--- src/hdl/cv_two_point_calibration_top_macros.svh ---
// Assertion macros used by the calibrator controller.
`ifndef CV_TWO_POINT_CALIBRATION_TOP_MACROS_SVH
`define CV_TWO_POINT_CALIBRATION_TOP_MACROS_SVH

// Same-cycle implication, sampled on clk and held off during reset.
`define CVC_ASSERT_IMP(label, ante, cons, msg) \
	label: assert property (@(posedge clk) disable iff (!arst_n) (ante) |-> (cons)) \
		else $error(msg);

// Next-cycle implication, sampled on clk and held off during reset.
`define CVC_ASSERT_NXT(label, ante, cons, msg) \
	label: assert property (@(posedge clk) disable iff (!arst_n) (ante) |=> (cons)) \
		else $error(msg);

`endif

--- src/hdl/cvc_pkg.sv ---
// Types, constants and codes of the two-point calibrator.
package cvc_pkg;

	typedef enum logic [1:0] {
		OP_CONV_IN   = 2'd0,
		OP_CONV_OUT  = 2'd1,
		OP_TRIM_ZERO = 2'd2,
		OP_TRIM_FOUR = 2'd3
	} op_t;

	typedef enum logic [1:0] {
		ST_OK       = 2'd0,
		ST_DIV_ZERO = 2'd1,
		ST_SAT      = 2'd2
	} status_t;

	typedef enum logic [2:0] {
		S_IDLE,
		S_PREP,
		S_LOAD,
		S_DIV,
		S_FIN,
		S_OUT
	} state_t;

	localparam logic [1:0] CFG_CH1_IN_ZERO = 2'd0;
	localparam logic [1:0] CFG_CH1_IN_FOUR = 2'd1;
	localparam logic [1:0] CFG_CH2_IN_ZERO = 2'd2;
	localparam logic [1:0] CFG_CH2_IN_FOUR = 2'd3;

	localparam int DVD_W     = 23;
	localparam int DVS_W     = 10;
	localparam int DIV_STEPS = DVD_W;
	localparam int CNT_W     = 5;
	localparam logic [CNT_W-1:0] DIV_LAST = CNT_W'(DIV_STEPS - 1);

	localparam logic signed [12:0] SPAN_MV   = 13'sd4000;
	// (four - zero) * 65536 / 4000 equals (four - zero) * 2048 / 125.
	localparam logic [DVS_W-1:0]   SLOPE_DVS = 10'd125;
	localparam int                 SLOPE_SHIFT = 11;
	localparam logic [11:0]        CODE_MAX  = 12'd4095;

	localparam logic [9:0]  IN_ZERO_RST0  = 10'd571;
	localparam logic [9:0]  IN_FOUR_RST0  = 10'd269;
	localparam logic [9:0]  IN_ZERO_RST1  = 10'd573;
	localparam logic [9:0]  IN_FOUR_RST1  = 10'd270;
	localparam logic [11:0] OUT_ZERO_RST0 = 12'd1335;
	localparam logic [11:0] OUT_ZERO_RST1 = 12'd1328;
	localparam logic [11:0] OUT_FOUR_RST0 = 12'd2659;
	localparam logic [11:0] OUT_FOUR_RST1 = 12'd2653;
	localparam logic [16:0] SLOPE_RST0    = 17'd21692;
	localparam logic [16:0] SLOPE_RST1    = 17'd21708;

	typedef struct packed {
		logic load_req;
		logic prep;
		logic load;
		logic div_step;
		logic fin;
		logic out_load;
	} ctrl_cmd_t;

	typedef struct packed {
		op_t  op;
		logic den_zero;
		logic out_free;
	} dp_stat_t;

endpackage

--- src/hdl/cvc_if.sv ---
// Request and result channel interfaces of the calibrator.
interface cvc_req_if;
	logic               valid;
	logic               ready;
	cvc_pkg::op_t       op;
	logic               channel;
	logic [9:0]         raw_sample;
	logic signed [15:0] millivolts;
	logic signed [15:0] trim_delta;

	modport source (output valid, op, channel, raw_sample, millivolts, trim_delta,
		input ready);
	modport sink (input valid, op, channel, raw_sample, millivolts, trim_delta,
		output ready);
endinterface

interface cvc_rsp_if;
	logic               valid;
	logic               ready;
	logic signed [15:0] cv_in_mv;
	logic [11:0]        dac_code;
	logic [11:0]        point_value;
	cvc_pkg::status_t   status;

	modport source (output valid, cv_in_mv, dac_code, point_value, status, input ready);
	modport sink (input valid, cv_in_mv, dac_code, point_value, status, output ready);
endinterface

--- src/hdl/cvc_ctrl.sv ---
// Sequencing state machine of the calibrator.
`include "cv_two_point_calibration_top_macros.svh"

module cvc_ctrl (
	input  logic                 clk,
	input  logic                 arst_n,
	input  logic                 req_valid,
	output logic                 req_ready,
	input  cvc_pkg::dp_stat_t    stat,
	output cvc_pkg::ctrl_cmd_t   cmd
);

	cvc_pkg::state_t state_q, state_d;
	logic [cvc_pkg::CNT_W-1:0] cnt_q;

	always_ff @(posedge clk or negedge arst_n) begin
		if (!arst_n) begin
			state_q <= cvc_pkg::S_IDLE;
			cnt_q   <= '0;
		end else begin
			state_q <= state_d;
			if (state_q == cvc_pkg::S_LOAD) begin
				cnt_q <= '0;
			end else if (state_q == cvc_pkg::S_DIV) begin
				cnt_q <= cnt_q + 1'b1;
			end
		end
	end

	always_comb begin
		state_d = state_q;
		case (state_q)
			cvc_pkg::S_IDLE: begin
				if (req_valid) state_d = cvc_pkg::S_PREP;
			end
			cvc_pkg::S_PREP: state_d = cvc_pkg::S_LOAD;
			cvc_pkg::S_LOAD: begin
				// Output conversion and a zero input span finish without the divider.
				if (stat.op == cvc_pkg::OP_CONV_OUT ||
				    (stat.op == cvc_pkg::OP_CONV_IN && stat.den_zero)) begin
					state_d = cvc_pkg::S_OUT;
				end else begin
					state_d = cvc_pkg::S_DIV;
				end
			end
			cvc_pkg::S_DIV: begin
				if (cnt_q == cvc_pkg::DIV_LAST) state_d = cvc_pkg::S_FIN;
			end
			cvc_pkg::S_FIN: state_d = cvc_pkg::S_OUT;
			cvc_pkg::S_OUT: begin
				if (stat.out_free) state_d = cvc_pkg::S_IDLE;
			end
			default: state_d = cvc_pkg::S_IDLE;
		endcase
	end

	always_comb begin
		req_ready    = (state_q == cvc_pkg::S_IDLE);
		cmd.load_req = (state_q == cvc_pkg::S_IDLE) && req_valid;
		cmd.prep     = (state_q == cvc_pkg::S_PREP);
		cmd.load     = (state_q == cvc_pkg::S_LOAD);
		cmd.div_step = (state_q == cvc_pkg::S_DIV);
		cmd.fin      = (state_q == cvc_pkg::S_FIN);
		cmd.out_load = (state_q == cvc_pkg::S_OUT) && stat.out_free;
	end

	`CVC_ASSERT_NXT(a_accept_prep, cmd.load_req, state_q == cvc_pkg::S_PREP, "accepted request did not start preparation")
	`CVC_ASSERT_NXT(a_div_done, (state_q == cvc_pkg::S_DIV) && (cnt_q == cvc_pkg::DIV_LAST), state_q == cvc_pkg::S_FIN, "divider did not finish after its last step")
	`CVC_ASSERT_IMP(a_cnt_range, state_q == cvc_pkg::S_DIV, cnt_q <= cvc_pkg::DIV_LAST, "divider step count overran")
	`CVC_ASSERT_NXT(a_out_idle, cmd.out_load, state_q == cvc_pkg::S_IDLE, "controller did not return to idle after result load")

endmodule

--- src/hdl/cvc_datapath.sv ---
// Calibration state, operand logic, shared divider and result register.
module cvc_datapath (
	input  logic               clk,
	input  logic               arst_n,
	input  cvc_pkg::ctrl_cmd_t cmd,
	output cvc_pkg::dp_stat_t  stat,
	input  cvc_pkg::op_t       op,
	input  logic               channel,
	input  logic [9:0]         raw_sample,
	input  logic signed [15:0] millivolts,
	input  logic signed [15:0] trim_delta,
	input  logic               cfg_we,
	input  logic [1:0]         cfg_index,
	input  logic [9:0]         cfg_data,
	cvc_rsp_if.source          rsp
);

	// Configuration and calibration state per channel.
	logic [9:0]  in_zero_q  [2];
	logic [9:0]  in_four_q  [2];
	logic [11:0] out_zero_q [2];
	logic [11:0] out_four_q [2];
	logic [16:0] slope_q    [2];

	// Request held for the duration of the operation.
	cvc_pkg::op_t       op_q;
	logic               ch_q;
	logic [9:0]         raw_q;
	logic signed [15:0] mv_q;
	logic signed [15:0] delta_q;

	logic signed [10:0] ndiff_q;
	logic signed [10:0] den_q;
	logic signed [33:0] prod_q;
	logic [11:0]        point_q;

	logic [cvc_pkg::DVD_W-1:0] dvd_q;
	logic [cvc_pkg::DVS_W-1:0] rem_q;
	logic [cvc_pkg::DVS_W-1:0] dvs_q;
	logic                      num_neg_q;
	logic                      den_neg_q;

	logic signed [15:0] res_cv_q;
	logic [11:0]        res_code_q;
	logic [11:0]        res_point_q;
	cvc_pkg::status_t   res_status_q;

	logic               out_valid_q;
	logic signed [15:0] out_cv_q;
	logic [11:0]        out_code_q;
	logic [11:0]        out_point_q;
	cvc_pkg::status_t   out_status_q;

	logic signed [17:0] zero_sum;
	logic signed [17:0] four_sum;
	logic [11:0]        zero_new;
	logic [11:0]        four_new;
	logic signed [23:0] num_full;
	logic [23:0]        num_mag;
	logic [10:0]        den_mag;
	logic signed [18:0] code_full;
	logic [11:0]        span;
	logic [cvc_pkg::DVS_W:0] trial;
	logic               trial_ge;
	logic [cvc_pkg::DVD_W-1:0] quo;
	logic               quo_neg;

	always_comb begin
		zero_sum = $signed({6'd0, out_zero_q[ch_q]}) + 18'(delta_q);
		four_sum = $signed({6'd0, out_four_q[ch_q]}) + 18'(delta_q);
		if (zero_sum < 18'sd0) begin
			zero_new = '0;
		end else if (zero_sum > $signed({6'd0, out_four_q[ch_q]})) begin
			zero_new = out_four_q[ch_q];
		end else begin
			zero_new = zero_sum[11:0];
		end
		if (four_sum < $signed({6'd0, out_zero_q[ch_q]})) begin
			four_new = out_zero_q[ch_q];
		end else if (four_sum > $signed({6'd0, cvc_pkg::CODE_MAX})) begin
			four_new = cvc_pkg::CODE_MAX;
		end else begin
			four_new = four_sum[11:0];
		end

		num_full  = ndiff_q * cvc_pkg::SPAN_MV;
		num_mag   = num_full[23] ? 24'(-num_full) : 24'(num_full);
		den_mag   = den_q[10] ? 11'(-den_q) : 11'(den_q);
		code_full = 19'($signed(prod_q[33:16])) + $signed({7'd0, out_zero_q[ch_q]});
		span      = out_four_q[ch_q] - out_zero_q[ch_q];

		trial    = {rem_q, dvd_q[cvc_pkg::DVD_W-1]};
		trial_ge = (trial >= {1'b0, dvs_q});
		quo      = dvd_q;
		quo_neg  = num_neg_q ^ den_neg_q;
	end

	always_ff @(posedge clk or negedge arst_n) begin
		if (!arst_n) begin
			in_zero_q[0]  <= cvc_pkg::IN_ZERO_RST0;
			in_four_q[0]  <= cvc_pkg::IN_FOUR_RST0;
			in_zero_q[1]  <= cvc_pkg::IN_ZERO_RST1;
			in_four_q[1]  <= cvc_pkg::IN_FOUR_RST1;
			out_zero_q[0] <= cvc_pkg::OUT_ZERO_RST0;
			out_zero_q[1] <= cvc_pkg::OUT_ZERO_RST1;
			out_four_q[0] <= cvc_pkg::OUT_FOUR_RST0;
			out_four_q[1] <= cvc_pkg::OUT_FOUR_RST1;
			slope_q[0]    <= cvc_pkg::SLOPE_RST0;
			slope_q[1]    <= cvc_pkg::SLOPE_RST1;
			out_valid_q   <= 1'b0;
		end else begin
			if (cfg_we) begin
				case (cfg_index)
					cvc_pkg::CFG_CH1_IN_ZERO: in_zero_q[0] <= cfg_data;
					cvc_pkg::CFG_CH1_IN_FOUR: in_four_q[0] <= cfg_data;
					cvc_pkg::CFG_CH2_IN_ZERO: in_zero_q[1] <= cfg_data;
					cvc_pkg::CFG_CH2_IN_FOUR: in_four_q[1] <= cfg_data;
					default: ;
				endcase
			end
			if (cmd.prep) begin
				if (op_q == cvc_pkg::OP_TRIM_ZERO) out_zero_q[ch_q] <= zero_new;
				if (op_q == cvc_pkg::OP_TRIM_FOUR) out_four_q[ch_q] <= four_new;
			end
			if (cmd.fin && op_q != cvc_pkg::OP_CONV_IN) begin
				slope_q[ch_q] <= quo[16:0];
			end
			if (cmd.out_load) begin
				out_valid_q <= 1'b1;
			end else if (rsp.ready) begin
				out_valid_q <= 1'b0;
			end
		end
	end

	always_ff @(posedge clk) begin
		if (cmd.load_req) begin
			op_q    <= op;
			ch_q    <= channel;
			raw_q   <= raw_sample;
			mv_q    <= millivolts;
			delta_q <= trim_delta;
		end

		if (cmd.prep) begin
			ndiff_q <= $signed({1'b0, in_zero_q[ch_q]}) - $signed({1'b0, raw_q});
			den_q   <= $signed({1'b0, in_zero_q[ch_q]}) - $signed({1'b0, in_four_q[ch_q]});
			prod_q  <= $signed({1'b0, slope_q[ch_q]}) * mv_q;
			point_q <= (op_q == cvc_pkg::OP_TRIM_ZERO) ? zero_new : four_new;
		end

		if (cmd.load) begin
			rem_q       <= '0;
			res_cv_q    <= '0;
			res_code_q  <= '0;
			res_point_q <= '0;
			case (op_q)
				cvc_pkg::OP_CONV_IN: begin
					dvd_q     <= num_mag[cvc_pkg::DVD_W-1:0];
					dvs_q     <= den_mag[cvc_pkg::DVS_W-1:0];
					num_neg_q <= num_full[23];
					den_neg_q <= den_q[10];
					// A zero span saturates toward the sign of the numerator.
					res_status_q <= cvc_pkg::ST_DIV_ZERO;
					if (ndiff_q > 11'sd0) begin
						res_cv_q <= 16'sd32767;
					end else if (ndiff_q < 11'sd0) begin
						res_cv_q <= -16'sd32768;
					end
				end
				cvc_pkg::OP_CONV_OUT: begin
					if (code_full < 19'sd0) begin
						res_status_q <= cvc_pkg::ST_SAT;
					end else if (code_full > $signed({7'd0, cvc_pkg::CODE_MAX})) begin
						res_code_q   <= cvc_pkg::CODE_MAX;
						res_status_q <= cvc_pkg::ST_SAT;
					end else begin
						res_code_q   <= code_full[11:0];
						res_status_q <= cvc_pkg::ST_OK;
					end
				end
				default: begin
					dvd_q     <= {span, cvc_pkg::SLOPE_SHIFT'(0)};
					dvs_q     <= cvc_pkg::SLOPE_DVS;
					num_neg_q <= 1'b0;
					den_neg_q <= 1'b0;
				end
			endcase
		end

		// Restoring division, one quotient bit per step, shifted into the dividend.
		if (cmd.div_step) begin
			rem_q <= trial_ge ? cvc_pkg::DVS_W'(trial - {1'b0, dvs_q})
			                  : trial[cvc_pkg::DVS_W-1:0];
			dvd_q <= {dvd_q[cvc_pkg::DVD_W-2:0], trial_ge};
		end

		if (cmd.fin) begin
			res_code_q <= '0;
			if (op_q == cvc_pkg::OP_CONV_IN) begin
				res_point_q <= '0;
				if (quo_neg) begin
					if (quo > cvc_pkg::DVD_W'(32768)) begin
						res_cv_q     <= -16'sd32768;
						res_status_q <= cvc_pkg::ST_SAT;
					end else begin
						res_cv_q     <= 16'(16'd0 - quo[15:0]);
						res_status_q <= cvc_pkg::ST_OK;
					end
				end else if (quo > cvc_pkg::DVD_W'(32767)) begin
					res_cv_q     <= 16'sd32767;
					res_status_q <= cvc_pkg::ST_SAT;
				end else begin
					res_cv_q     <= $signed(quo[15:0]);
					res_status_q <= cvc_pkg::ST_OK;
				end
			end else begin
				res_cv_q     <= '0;
				res_point_q  <= point_q;
				res_status_q <= cvc_pkg::ST_OK;
			end
		end

		if (cmd.out_load) begin
			out_cv_q     <= res_cv_q;
			out_code_q   <= res_code_q;
			out_point_q  <= res_point_q;
			out_status_q <= res_status_q;
		end
	end

	always_comb begin
		stat.op       = op_q;
		stat.den_zero = (den_q == 11'sd0);
		stat.out_free = !out_valid_q || rsp.ready;
	end

	assign rsp.valid       = out_valid_q;
	assign rsp.cv_in_mv    = out_cv_q;
	assign rsp.dac_code    = out_code_q;
	assign rsp.point_value = out_point_q;
	assign rsp.status      = out_status_q;

endmodule

--- src/hdl/cv_two_point_calibration_top.sv ---
// Top level of the two-channel control-voltage calibrator.
// Input conversion and trims run through the 23-step restoring divider; output
// conversion and a zero input span skip it.
// One request is in work at a time: a new request is taken in the cycle after the
// result enters the output register.
// Reset clears the controller and the output valid and restores all calibration points.
module cv_two_point_calibration_top (
	input  logic      clk,
	input  logic      arst_n,
	cvc_req_if.sink   req,
	cvc_rsp_if.source rsp,
	input  logic      cfg_we,
	input  logic [1:0] cfg_index,
	input  logic [9:0] cfg_data
);

	cvc_pkg::ctrl_cmd_t cmd;
	cvc_pkg::dp_stat_t  stat;
	logic               req_ready;

	cvc_ctrl u_ctrl (
		.clk       (clk),
		.arst_n    (arst_n),
		.req_valid (req.valid),
		.req_ready (req_ready),
		.stat      (stat),
		.cmd       (cmd)
	);

	assign req.ready = req_ready;

	cvc_datapath u_datapath (
		.clk        (clk),
		.arst_n     (arst_n),
		.cmd        (cmd),
		.stat       (stat),
		.op         (req.op),
		.channel    (req.channel),
		.raw_sample (req.raw_sample),
		.millivolts (req.millivolts),
		.trim_delta (req.trim_delta),
		.cfg_we     (cfg_we),
		.cfg_index  (cfg_index),
		.cfg_data   (cfg_data),
		.rsp        (rsp)
	);

endmodule

--- src/flat_wrapper.sv ---
// flat-port wrapper written by rule: the top's interface ports become plain ports
module cv_two_point_calibration_top_flat 
  (clk, arst_n, cfg_we, cfg_index, cfg_data, req_valid, req_op, req_channel, req_raw_sample, req_millivolts, req_trim_delta, req_ready, rsp_valid, rsp_cv_in_mv, rsp_dac_code, rsp_point_value, rsp_status, rsp_ready);
  cvc_req_if req_i ();
  cvc_rsp_if rsp_i ();
  input  logic clk;
  input  logic arst_n;
  input  logic cfg_we;
  input  logic [1:0] cfg_index;
  input  logic [9:0] cfg_data;
  input wire logic [$bits(req_i.valid)-1:0] req_valid;
  input wire logic [$bits(req_i.op)-1:0] req_op;
  input wire logic [$bits(req_i.channel)-1:0] req_channel;
  input wire logic [$bits(req_i.raw_sample)-1:0] req_raw_sample;
  input wire logic [$bits(req_i.millivolts)-1:0] req_millivolts;
  input wire logic [$bits(req_i.trim_delta)-1:0] req_trim_delta;
  output wire logic [$bits(req_i.ready)-1:0] req_ready;
  output wire logic [$bits(rsp_i.valid)-1:0] rsp_valid;
  output wire logic [$bits(rsp_i.cv_in_mv)-1:0] rsp_cv_in_mv;
  output wire logic [$bits(rsp_i.dac_code)-1:0] rsp_dac_code;
  output wire logic [$bits(rsp_i.point_value)-1:0] rsp_point_value;
  output wire logic [$bits(rsp_i.status)-1:0] rsp_status;
  input wire logic [$bits(rsp_i.ready)-1:0] rsp_ready;
  assign req_i.valid = req_valid;
  assign req_i.op = req_op;
  assign req_i.channel = req_channel;
  assign req_i.raw_sample = req_raw_sample;
  assign req_i.millivolts = req_millivolts;
  assign req_i.trim_delta = req_trim_delta;
  assign req_ready = req_i.ready;
  assign rsp_valid = rsp_i.valid;
  assign rsp_cv_in_mv = rsp_i.cv_in_mv;
  assign rsp_dac_code = rsp_i.dac_code;
  assign rsp_point_value = rsp_i.point_value;
  assign rsp_status = rsp_i.status;
  assign rsp_i.ready = rsp_ready;
  cv_two_point_calibration_top u_core (.clk(clk), .arst_n(arst_n), .req(req_i), .rsp(rsp_i), .cfg_we(cfg_we), .cfg_index(cfg_index), .cfg_data(cfg_data));
endmodule
--- config.mk ---
export PLATFORM = sky130hd
export DESIGN_NAME = cv_two_point_calibration_top_flat
export DESIGN_NICKNAME = d
export VERILOG_FILES = /design/src/hdl/cvc_pkg.sv /design/src/hdl/cvc_if.sv /design/src/hdl/cvc_ctrl.sv /design/src/hdl/cvc_datapath.sv /design/src/hdl/cv_two_point_calibration_top.sv /design/src/flat_wrapper.sv
export VERILOG_INCLUDE_DIRS = /design/src /design/src/hdl
export SDC_FILE = /design/constraint.sdc
export NUM_CORES = 1
export LEC_CHECK = 0
export BUFFER_PORTS_ARGS = -buffer_cell sky130_fd_sc_hd__buf_2
export CORE_AREA = 2 2 186 370
export CTS_CLUSTER_SIZE = 10
export DETAILED_ROUTE_END_ITERATION = 10
export DIE_AREA = 0 0 188 372
export HOLD_SLACK_MARGIN = 0.1
export PLACE_DENSITY_LB_ADDON = 0.05
export SLEW_MARGIN = 15
export SYNTH_ARGS = -nofsm -noshare
export SYNTH_HDL_FRONTEND = slang
export SYNTH_SLANG_ARGS = --single-unit
--- constraint.sdc ---
create_clock -name clk -period 8.9 [get_ports clk]
set_input_delay 0.445 -clock clk [delete_from_list [all_inputs] [get_ports clk]]
set_output_delay 0.445 -clock clk [all_outputs]
set_load 0.1 [all_outputs]
Word-level counts from Yosys, hierarchy flattened

Index checks and enable logic that the tools add are counted.

Output and inout bits: 44
Input bits: 62
Word-level logic and storage cells: 178
Register bits after elaboration: 373

Reductions and logical operators: 27
Magnitude comparators: 13
Multipliers: 2
Add/sub/neg operators: 11
Muxes and demuxes: 71
Bitwise logic cells: 3
Equal/unequal tests: 16

Operator list:

| operator                                                               | number |
|---|---|
| 12-bit two-way mux                                                     | 18 |
| 16-bit two-way mux                                                     | 9 |
| 10-bit two-way mux                                                     | 10 |
| 23-bit two-way mux                                                     | 3 |
| 17-bit two-way mux                                                     | 4 |
| 24-bit bitwise mux                                                     | 2 |
| 23-bit case mux with 2 select lines                                    | 1 |
| 13-bit by 16-bit adder with 17-bit output                              | 2 |
| 34-bit bitwise mux                                                     | 1 |
| 18-bit by 16-bit multiplier with 34-bit output                         | 1 |
| 23-bit by 15-bit > comparator with 1-bit output, second input constant | 1 |
| 23-bit by 16-bit > comparator with 1-bit output, second input constant | 1 |
| 23-bit negator                                                         | 1 |
| 10-bit by 10-bit subtractor with 11-bit output                         | 2 |
| 10-bit case mux with 2 select lines                                    | 1 |
| 18-bit by 13-bit adder with 19-bit output                              | 1 |
| 19-bit by 13-bit > comparator with 1-bit output, second input constant | 1 |
| 19-bit by 1-bit < comparator with 1-bit output, second input constant  | 1 |
| 11-bit by 8-bit multiplier with 19-bit output, second input constant   | 1 |
| 3-bit case mux with 6 select lines                                     | 1 |
| 2-bit AND reduction                                                    | 9 |
| 17-bit demux with 1-bit select                                         | 1 |
| 17-bit by 13-bit > comparator with 1-bit output                        | 1 |
| 17-bit by 13-bit > comparator with 1-bit output, second input constant | 1 |
| 39 further kinds                                                       | 69 |

Longest topological paths before layout

Gate-level depths: netlist of the first run.

Depth in word-level cells: 11
Mapped depth: 27
Gate-level depth less buffers: 24

Cells and area by module

From an unflattened synthesis of the first run, not the netlist that was laid out.

Cell total of the unflattened synthesis: 2916
Area total of the unflattened synthesis: 30038.8 um^2

By module, submodules not included:

| module       | cells an instance | area an instance (um^2) | times used | sequential area each (um^2) |
|---|---|---|---|---|
| cvc_datapath | 2863              | 29517.1                 | 1          | 9818.2 |
| cvc_ctrl     | 53                | 521.8                   | 1          | 200.2 |

Worst setup path before layout of the first run

No wires, ideal clock.

Path kind: reg2reg
Start: register u_core.u_datapath.ch_q
End: register u_core.u_datapath.prod_q[33], data pin
Required time: 8.629 ns
Path slack: 1.901 ns
Setup time: 0.271 ns
Arrival time: 6.728 ns
Cell stages (with the launch flop): 26
Clock period less this slack: 6.999 ns
Path buffers: 4
Cells stage by stage: edfxtp_1 -> buf_2 -> clkbuf_1 -> buf_1 -> mux2_2 -> clkbuf_1 -> nand2_1 -> fa_1 -> fa_1 -> fa_1 -> inv_1 -> fa_1 -> fa_1 -> inv_1 -> fa_1 -> inv_1 -> ha_1 -> a21o_1 -> a21oi_1 -> nor2b_1 -> nor3_1 -> o22a_1 -> o211a_1 -> nor3_1 -> a2111oi_0 -> xnor2_1

Word-level cells in the longest chain between the ends: 5

RTL lines:

| item                                                  | RTL line            | source |
|---|---|---|
| start: declaration                                    | cvc_datapath.sv:27  | `logic ch_q;` |
| start signal: assignment                              | cvc_datapath.sv:139 | `ch_q <= channel;` |
| 1-bit NOT with 2-bit output (implied by the code)     | cvc_datapath.sv:148 | `prod_q <= $signed({1'b0, slope_q[ch_q]}) * mv_q;` |
| 17-bit two-way mux (implied by the code) (3 in a row) | cvc_datapath.sv:148 |  |
| 18-bit by 16-bit multiplier with 34-bit output        | cvc_datapath.sv:148 |  |
| end signal: assignment                                | cvc_datapath.sv:148 |  |
| end: declaration                                      | cvc_datapath.sv:34  | `logic signed [33:0] prod_q;` |

Every way passes these cells. The select of a mux whose other input is x is not followed.
A chain may end at the register's enable or synchronous reset.

Worst setup path after layout of the first run

Start: register u_core.u_datapath.ch_q
End: register u_core.u_datapath.prod_q[22], data pin

Same word-level chain as after synthesis.

==> out/results.ini, run 1 <==
[status]
outcome=complete, no violations

[setup_path]
cp.required_ns=9.21
ff2ff_path_depth=22
arrival_ns=7.94
path_buf_inv=4
timing.rr.end=u_core.u_datapath.prod_q[22]
crit_top_cell=fa_1
crit_family=adder cells
start_kind=flop
crit_chain=mux2_2, and2_1, fa_1, inv_1, fa_1, fa_1, inv_1, fa_1, fa_1, inv_1, fa_1, inv_1, ha_1, a21o_1, a21oi_1, nor2b_1, or3_1, o31ai_1, a21boi_0, o21a_1, nor2_1, xnor2_1
cp_num_cells=22
crit_slowest_cell=edfxtp_1
reg2reg_slack_ns=1.28
max_stage_delay_ns=0.94
rr_startpoint=u_core.u_datapath.ch_q
worstSetupPathType=reg2reg
crit_path_end_kind=flop
cp_max_fo=20

[grt]
grt_pass1_vias=21400
use_met3_pct=2.01
use_met1_pct=31.0
antenna_found_initial=3
grt.busiest_layer=met2
grt_max_degree=73
met2_usage_pct=39.0
grt_use_total_pct=22.6
grt_pass1_wl_microns=123000
grt.overflow.total=0

[min_path]
hold_depth=3
hold_end=u_core.u_datapath.rsp.valid
min-delay-start=rsp_ready
hp-class=in2reg

[logic_synthesis]
synth_ff_type=edfxtp_1
synth_cells=2869
synth_cell_types=84
synth_most_common_cell=inv_1
synth_area_leader_cell=edfxtp_1
synth_top_area_share_pct=21.5
syn_nets=3463
synth_common_cells=inv_1 (459), ha_1 (278), fa_1 (254)
ys_seq_area_share_pct=33.5
synth_warnings=0
synth-edff-count=214
ys_seq_elements=357
synth-async-reset-ratio_pct=36.7
syn_area_per_cell_sq_um=10.4
synth.area.top_cells=edfxtp_1 (21%), fa_1 (17%), ha_1 (12%)
netlist_area_sq_um=29900

[cts]
numCtsBuffers=42
clkSlewWorstSetupHoldPaths_ns=0.06
tritoncts=built
htreeDepth=2
clock_latency_ns=0.62
cts_buffer_depth=3
cts_resized=0
cts_sinks=357
cts_root_buf=clkbuf_16

[routing]
drc=0
dr_total_vias=20700
drt-wirelength-per-cell_microns=19.3
detail_route.vias_per_cell=5.26
ant_nets=0
initialDrtViolationCount=1006
first_pass_iters=5
wl_microns=76100

[timing]
max_slew.worst_pin.slew_ns=0.979
drv_slew=0
setup_viol=0
fin_tns_setup_ns=0
fin_crit_sh_pct=85.7
relSlewSlack_pct=34.5
timing.fmax_ghz=0.131
finalHoldViolations=0
fin_crit_ns=7.62
rsz0062_at_grt=no
finClkSkew_ns=0.0698

[job]
drv_cap=0

[die]
io_pins=106
core_sq_um=67400
die_h_microns=372
dieArea_sq_um=69900
die_x_microns=188
start_util_pct=44.4
rows=135

[placement]
hpwl_microns=57800
place.gp.congestion=0.832
port_buffers=105

[layout]
ff_latch_area_sq_um=10000
areaGrowthSynthToFinish_pct=11.2
fill_cells=6283
diodes=0
drive_gt1_share_pct=13.2
nets=3603
multi_input_area_sq_um=17800

==> worst min-delay path, cell delays in order <==
cell and delay (ns):
buf_2 0.07, nand2b_1 0.14, o21ai_0 0.11
==> logic make-up after synthesis <==
logic type               after synthesis  share of synthesized area, %
XOR/XNOR                              90                          2.64
adder cells (fa/ha/maj)              532                          28.6
flip-flops                           357                          33.5
buffers and inverters                548                          6.93
multiplexers                         181                          6.61
AO/OA/AOI/OAI                        420                          9.39
AND/OR/NAND/NOR                      741                          12.3
==> stage by stage <==
step	setup WS, ns	hold WS, ns	instance area (sq um)	std cells	util, %
5_1_grt	0.794	0.212	33300	3933	49.4
3_5_place_dp	1.32	0.405	31400	3799	46.6
3_3_place_gp	1.38	0.405	31400	3799	46.6
4_1_cts	1.23	0.198	33300	3933	49.4
6_report	1.28	0.240	33300	3933	49.4
2_1_floorplan	1.90	0.149	29900	2869	-
==> flip-flops by register name, summed over array words and instances (netlist names), 10 cells and up <==
| name | flops |
|---|---|
| u_core.u_datapath.mv_q | 16 |
| u_core.u_datapath.res_code_q | 12 |
| u_core.u_datapath.in_four_q | 20 |
| u_core.u_datapath.dvd_q | 23 |
| u_core.u_datapath.rsp.point_value | 12 |
| u_core.u_datapath.delta_q | 16 |
| u_core.u_datapath.den_q | 11 |
| u_core.u_datapath.out_zero_q | 24 |
| u_core.u_datapath.ndiff_q | 11 |
| u_core.u_datapath.rem_q | 10 |
| u_core.u_datapath.in_zero_q | 20 |
| u_core.u_datapath.rsp.dac_code | 12 |
| u_core.u_datapath.point_q | 12 |
| u_core.u_datapath.res_point_q | 12 |
| u_core.u_datapath.res_cv_q | 16 |
| u_core.u_datapath.out_four_q | 24 |
| u_core.u_datapath.prod_q | 18 |
| u_core.u_datapath.raw_q | 10 |
| u_core.u_datapath.rsp.cv_in_mv | 16 |
| u_core.u_datapath.slope_q | 34 |
| u_core.u_datapath.dvs_q | 10 |
==> layer usage <==
layer / vias to the layer above / wire length [microns]
li1: 9929 / -
met1: 10300 / 34900
met2: 404 / 37400
met3: 83 / 2380
met4: 2 / 1430
met5: - / 13
==> placed cells by master (no fill, tap or decap), types with 72 or more instances in the layout <==
cell type / netlist / routed
fa_1: 254 / 254
dfrtp_1: 72 / 72
and2_1: 124 / 123
ha_1: 278 / 278
buf_2: 3 / 104
edfxtp_1: 214 / 214
nand2_1: 244 / 244
nor2_1: 118 / 116
mux2_2: 129 / 129
a21oi_1: 77 / 76
o21ai_0: 131 / 130
inv_1: 459 / 458
==> area by class of cell <==
cell class / count / area share, %
multi-input cells: 1964 / 53.6
clock buffers: 73 / 3.57
well taps: 890 / 3.35
repair buffers: 184 / 3.80
clock inverters: 5 / 0.335
flip-flops and latches: 357 / 30.1
inverters: 460 / 5.19
==> what timing repair did <==
item | CTS | global route
hold buffers | 56 | 0
endpoints found under the setup margin | 0 | 0
hold endpoints to repair | 118 | 0
setup buffers | 0 | 0
==> how the worst max path moves through the flow <==
stage | start | end
floorplan | u_core.u_datapath.ch_q | u_core.u_datapath.prod_q[33]
global placement | u_core.u_datapath.ch_q | u_core.u_datapath.prod_q[22]
detailed placement | u_core.u_datapath.ch_q | u_core.u_datapath.prod_q[22]
CTS | u_core.u_datapath.ch_q | u_core.u_datapath.prod_q[22]
global route | u_core.u_datapath.ch_q | u_core.u_datapath.prod_q[22]
finish | u_core.u_datapath.ch_q | u_core.u_datapath.prod_q[22]
Power of run 1 is not shown: default switching activity piles up to over one toggle a cycle in this logic, so the estimate is an artifact.
==> run 2: changes to the inputs <==
--- a/config.mk
+++ b/config.mk
@@ -6,11 +6,12 @@
 export SDC_FILE = /design/constraint.sdc
 export NUM_CORES = 1
 export LEC_CHECK = 0
+export ABC_AREA = 1
 export BUFFER_PORTS_ARGS = -buffer_cell sky130_fd_sc_hd__buf_2
-export CORE_AREA = 2 2 186 370
+export CORE_AREA = 2 2 189 376
 export CTS_CLUSTER_SIZE = 10
 export DETAILED_ROUTE_END_ITERATION = 10
-export DIE_AREA = 0 0 188 372
+export DIE_AREA = 0 0 191 378
 export HOLD_SLACK_MARGIN = 0.1
 export PLACE_DENSITY_LB_ADDON = 0.05
 export SLEW_MARGIN = 15
==> run 2 against run 1 <==
Synthesized area up 3.1%. First-iteration DRC count up 37%. Sequential share of layout area shrank 0.70 points. Final cell count increased by 18%. Critical endpoint is now u_core.u_datapath.prod_q[21]. Highest routed layer is now met4.
==> out/results.ini, run 2 <==
[logic_synthesis]
synth_common_cells=nand2_1 (750), inv_1 (658), nor2_1 (298)  ; was inv_1 (459), ha_1 (278), fa_1 (254)
synth_most_common_cell=nand2_1  ; was inv_1
synth_top_area_share_pct=20.8  ; was 21.5%
synth_ff_type=edfxtp_1  ; unchanged
synth.area.top_cells=edfxtp_1 (21%), fa_1 (16%), ha_1 (11%)  ; was edfxtp_1 (21%), fa_1 (17%), ha_1 (12%)
synth_warnings=0  ; unchanged
synth-edff-count=214  ; unchanged
synth_cell_types=58  ; was 84
syn_nets=4175  ; was 3463
syn_area_per_cell_sq_um=8.61  ; was 10.4 sq um
synth_area_leader_cell=edfxtp_1  ; unchanged
synth-async-reset-ratio_pct=36.7  ; unchanged
synth_cells=3581  ; was 2869
netlist_area_sq_um=30800  ; was 29900 sq um
ys_seq_elements=357  ; unchanged
ys_seq_area_share_pct=32.5  ; was 33.5%

[timing]
whs_ns=0.136  ; was 0.240 ns
drv_slew=0  ; unchanged
finalHoldViolations=0  ; unchanged
fin_crit_sh_pct=85.9  ; was 85.7%
relSlewSlack_pct=13.1  ; was 34.5%
timing.fmax_ghz=0.131  ; about the same
setup_viol=0  ; unchanged
rsz0062_at_grt=no  ; unchanged
finClkSkew_ns=0.0404  ; was 0.0698 ns
fin_tns_setup_ns=0  ; unchanged
max_slew.worst_pin.slew_ns=1.30  ; was 0.979 ns
fin_crit_ns=7.65  ; was 7.62 ns

[cts]
clkSlewWorstSetupHoldPaths_ns=0.06  ; about the same
numCtsBuffers=43  ; was 42
tritoncts=built  ; unchanged
cts_buffer_depth=3  ; unchanged
cts_resized=0  ; unchanged
cts_root_buf=clkbuf_16  ; unchanged
clock_latency_ns=0.61  ; was 0.62 ns
htreeDepth=2  ; unchanged
cts_sinks=357  ; unchanged

[routing]
drc=0  ; unchanged
wl_microns=86900  ; was 76100 microns
detail_route.vias_per_cell=5.12  ; was 5.26
initialDrtViolationCount=1374  ; was 1006
first_pass_iters=6  ; was 5
drt-wirelength-per-cell_microns=18.7  ; was 19.3 microns
dr_total_vias=23800  ; was 20.7k
ant_nets=0  ; unchanged

[setup_path]
worstSetupPathType=reg2reg  ; unchanged
cp.required_ns=9.22  ; was 9.21 ns
crit_slowest_cell=o21ai_1  ; was edfxtp_1
crit_chain=inv_2, o21ai_1, inv_1, nand2_1, fa_1, fa_1, fa_1, inv_1, fa_1, fa_1, inv_1, fa_1, inv_1, ha_1, nand2_1, nor2_1, nand4_1, o211ai_1, nand2_1, nand2_1, nand2_1, nand2_1, xor2_1  ; was mux2_2, and2_1, fa_1, inv_1, fa_1, fa_1, inv_1, fa_1, fa_1, inv_1, fa_1, inv_1, ha_1, a21o_1, a21oi_1, nor2b_1, or3_1, o31ai_1, a21boi_0, o21a_1, nor2_1, xnor2_1
max_stage_delay_ns=1.03  ; was 0.94 ns
reg2reg_slack_ns=1.25  ; was 1.28 ns
arrival_ns=7.97  ; was 7.94 ns
cp_max_fo=17  ; was 20
crit_path_end_kind=flop  ; unchanged
start_kind=flop  ; unchanged

[layout]
layout_commonest_cell=nand2_1  ; was inv_1
largest_register_ffs=34  ; unchanged
final_cell_mix=nand2_1 (750), inv_1 (658), nor2_1 (295)  ; was inv_1 (458), ha_1 (278), fa_1 (254)
nets=4306  ; was 3603
top_regs=u_core.u_datapath.slope_q: 34 flops, u_core.u_datapath.out_four_q: 24 flops, u_core.u_datapath.out_zero_q: 24 flops  ; unchanged
drive_gt1_share_pct=9.05  ; was 13.2%
top_register=u_core.u_datapath.slope_q  ; unchanged
areaGrowthSynthToFinish_pct=10.4  ; was 11.2%
postLayoutCoreUtil_pct=49.0  ; was 49.4%
diodes=0  ; unchanged
fill_cells=6795  ; was 6283

[min_path]
hp-class=in2reg  ; unchanged

[job]
drv_cap=0  ; unchanged

[grt]
grt_use_total_pct=24.9  ; was 22.6%
grt_pass1_wl_microns=138000  ; was 123000 microns
grt.overflow.total=0  ; unchanged
grt_max_degree=68  ; was 73
grt_pass1_vias=24500  ; was 21.4k
antenna_found_initial=1  ; was 3

[die]
core_sq_um=69400  ; was 67400 sq um
rows=137  ; was 135
die_h_microns=378  ; was 372 microns
die_x_microns=191  ; was 188 microns
start_util_pct=44.4  ; about the same
dieArea_sq_um=72200  ; was 69900 sq um
io_pins=106  ; unchanged

[status]
outcome=complete, no violations  ; unchanged

[placement]
port_buffers=105  ; unchanged
hpwl_microns=68300  ; was 57800 microns
place.gp.congestion=0.928  ; was 0.832

## run 2: cell types whose count changed after synthesis, sizes merged, moves of 98 or more
cell / delta
nand2: +516
o21ai: +98
nand3: +128
nor2: +186
inv: +205
mux2: -130
and2: -122
## run 2: final timing paths
kind | to | cells past startpoint | from
max | u_core.u_datapath.prod_q[21] | 23 | u_core.u_datapath.ch_q
min | u_core.u_datapath.in_zero_q[5] | 3 | cfg_data[5]
max reg2reg | u_core.u_datapath.prod_q[21] | 23 | u_core.u_datapath.ch_q
min reg2reg | u_core.u_datapath.rsp.point_value[10] | 0 | u_core.u_datapath.res_point_q[10]
max in group asynchronous | u_core.u_datapath.slope_q[18] | 3 | arst_n
min in group asynchronous | u_core.u_datapath.out_four_q[10] | 2 | arst_n
## run 2: timing repair
item | 4_1_cts | 5_1_grt
endpoints found under the setup margin | 0 | 0
setup buffers | 0 | 0
hold buffers | 46 | 0
hold endpoints to repair | 81 | 0
## run 2: through the flow
stage	setup WS [ns]	cell area (sq um)	std cells
final	1.25	34100	4650
after global routing	0.918	34100	4650
after global placement	1.38	32300	4524
after CTS	1.25	34100	4650
after floorplan	2.63	30800	3581
after detailed placement	1.28	32300	4524
## run 2: worst max-delay path, delay by kind of cell, from the launching register on
kind	cells	cell delay [ns]
adder cells (fa/ha/maj)	7	3.34
AO/OA/AOI/OAI	2	1.34
AND/OR/NAND/NOR	8	1.03
flip-flops	1	0.71
XOR/XNOR	1	0.07
buffers and inverters	5	0.86
## run 2: area by class of cell
type                       count  area (sq um)  area share [%]
clock buffer                  74          1250            3.69
clock inverter                 6          46.3           0.136
inverter                     673          2530            7.42
multi-input combinational   2467         17900            52.7
sequential                   357         10000            29.4
tap                          903          1130            3.32
timing repair buffer         170          1130            3.33
## run 2: logic make-up (layout without fill, tap and decap cells)
group / count (synthesis) / count (layout) / synth area share [%]
XOR/XNOR: 110 / 110 / 3.15
adder cells (fa/ha/maj): 532 / 532 / 27.8
AND/OR/NAND/NOR: 1346 / 1346 / 18.4
buffers and inverters: 757 / 923 / 9.43
AO/OA/AOI/OAI: 470 / 470 / 8.52
flip-flops: 357 / 357 / 32.5
multiplexers: 9 / 9 / 0.292
## run 2: metal layers
metal | global-route usage (%) | share of wire (%) | up-vias
li1 | - | - | 11600
met1 | 32.8 | 44 | 11400
met2 | 41.4 | 47 | 633
met3 | 3.10 | 4.6 | 165
met4 | 9.76 | 4.5 | 0
met5 | 0 | 0 | -
Power of run 2 is left out for the same reason.
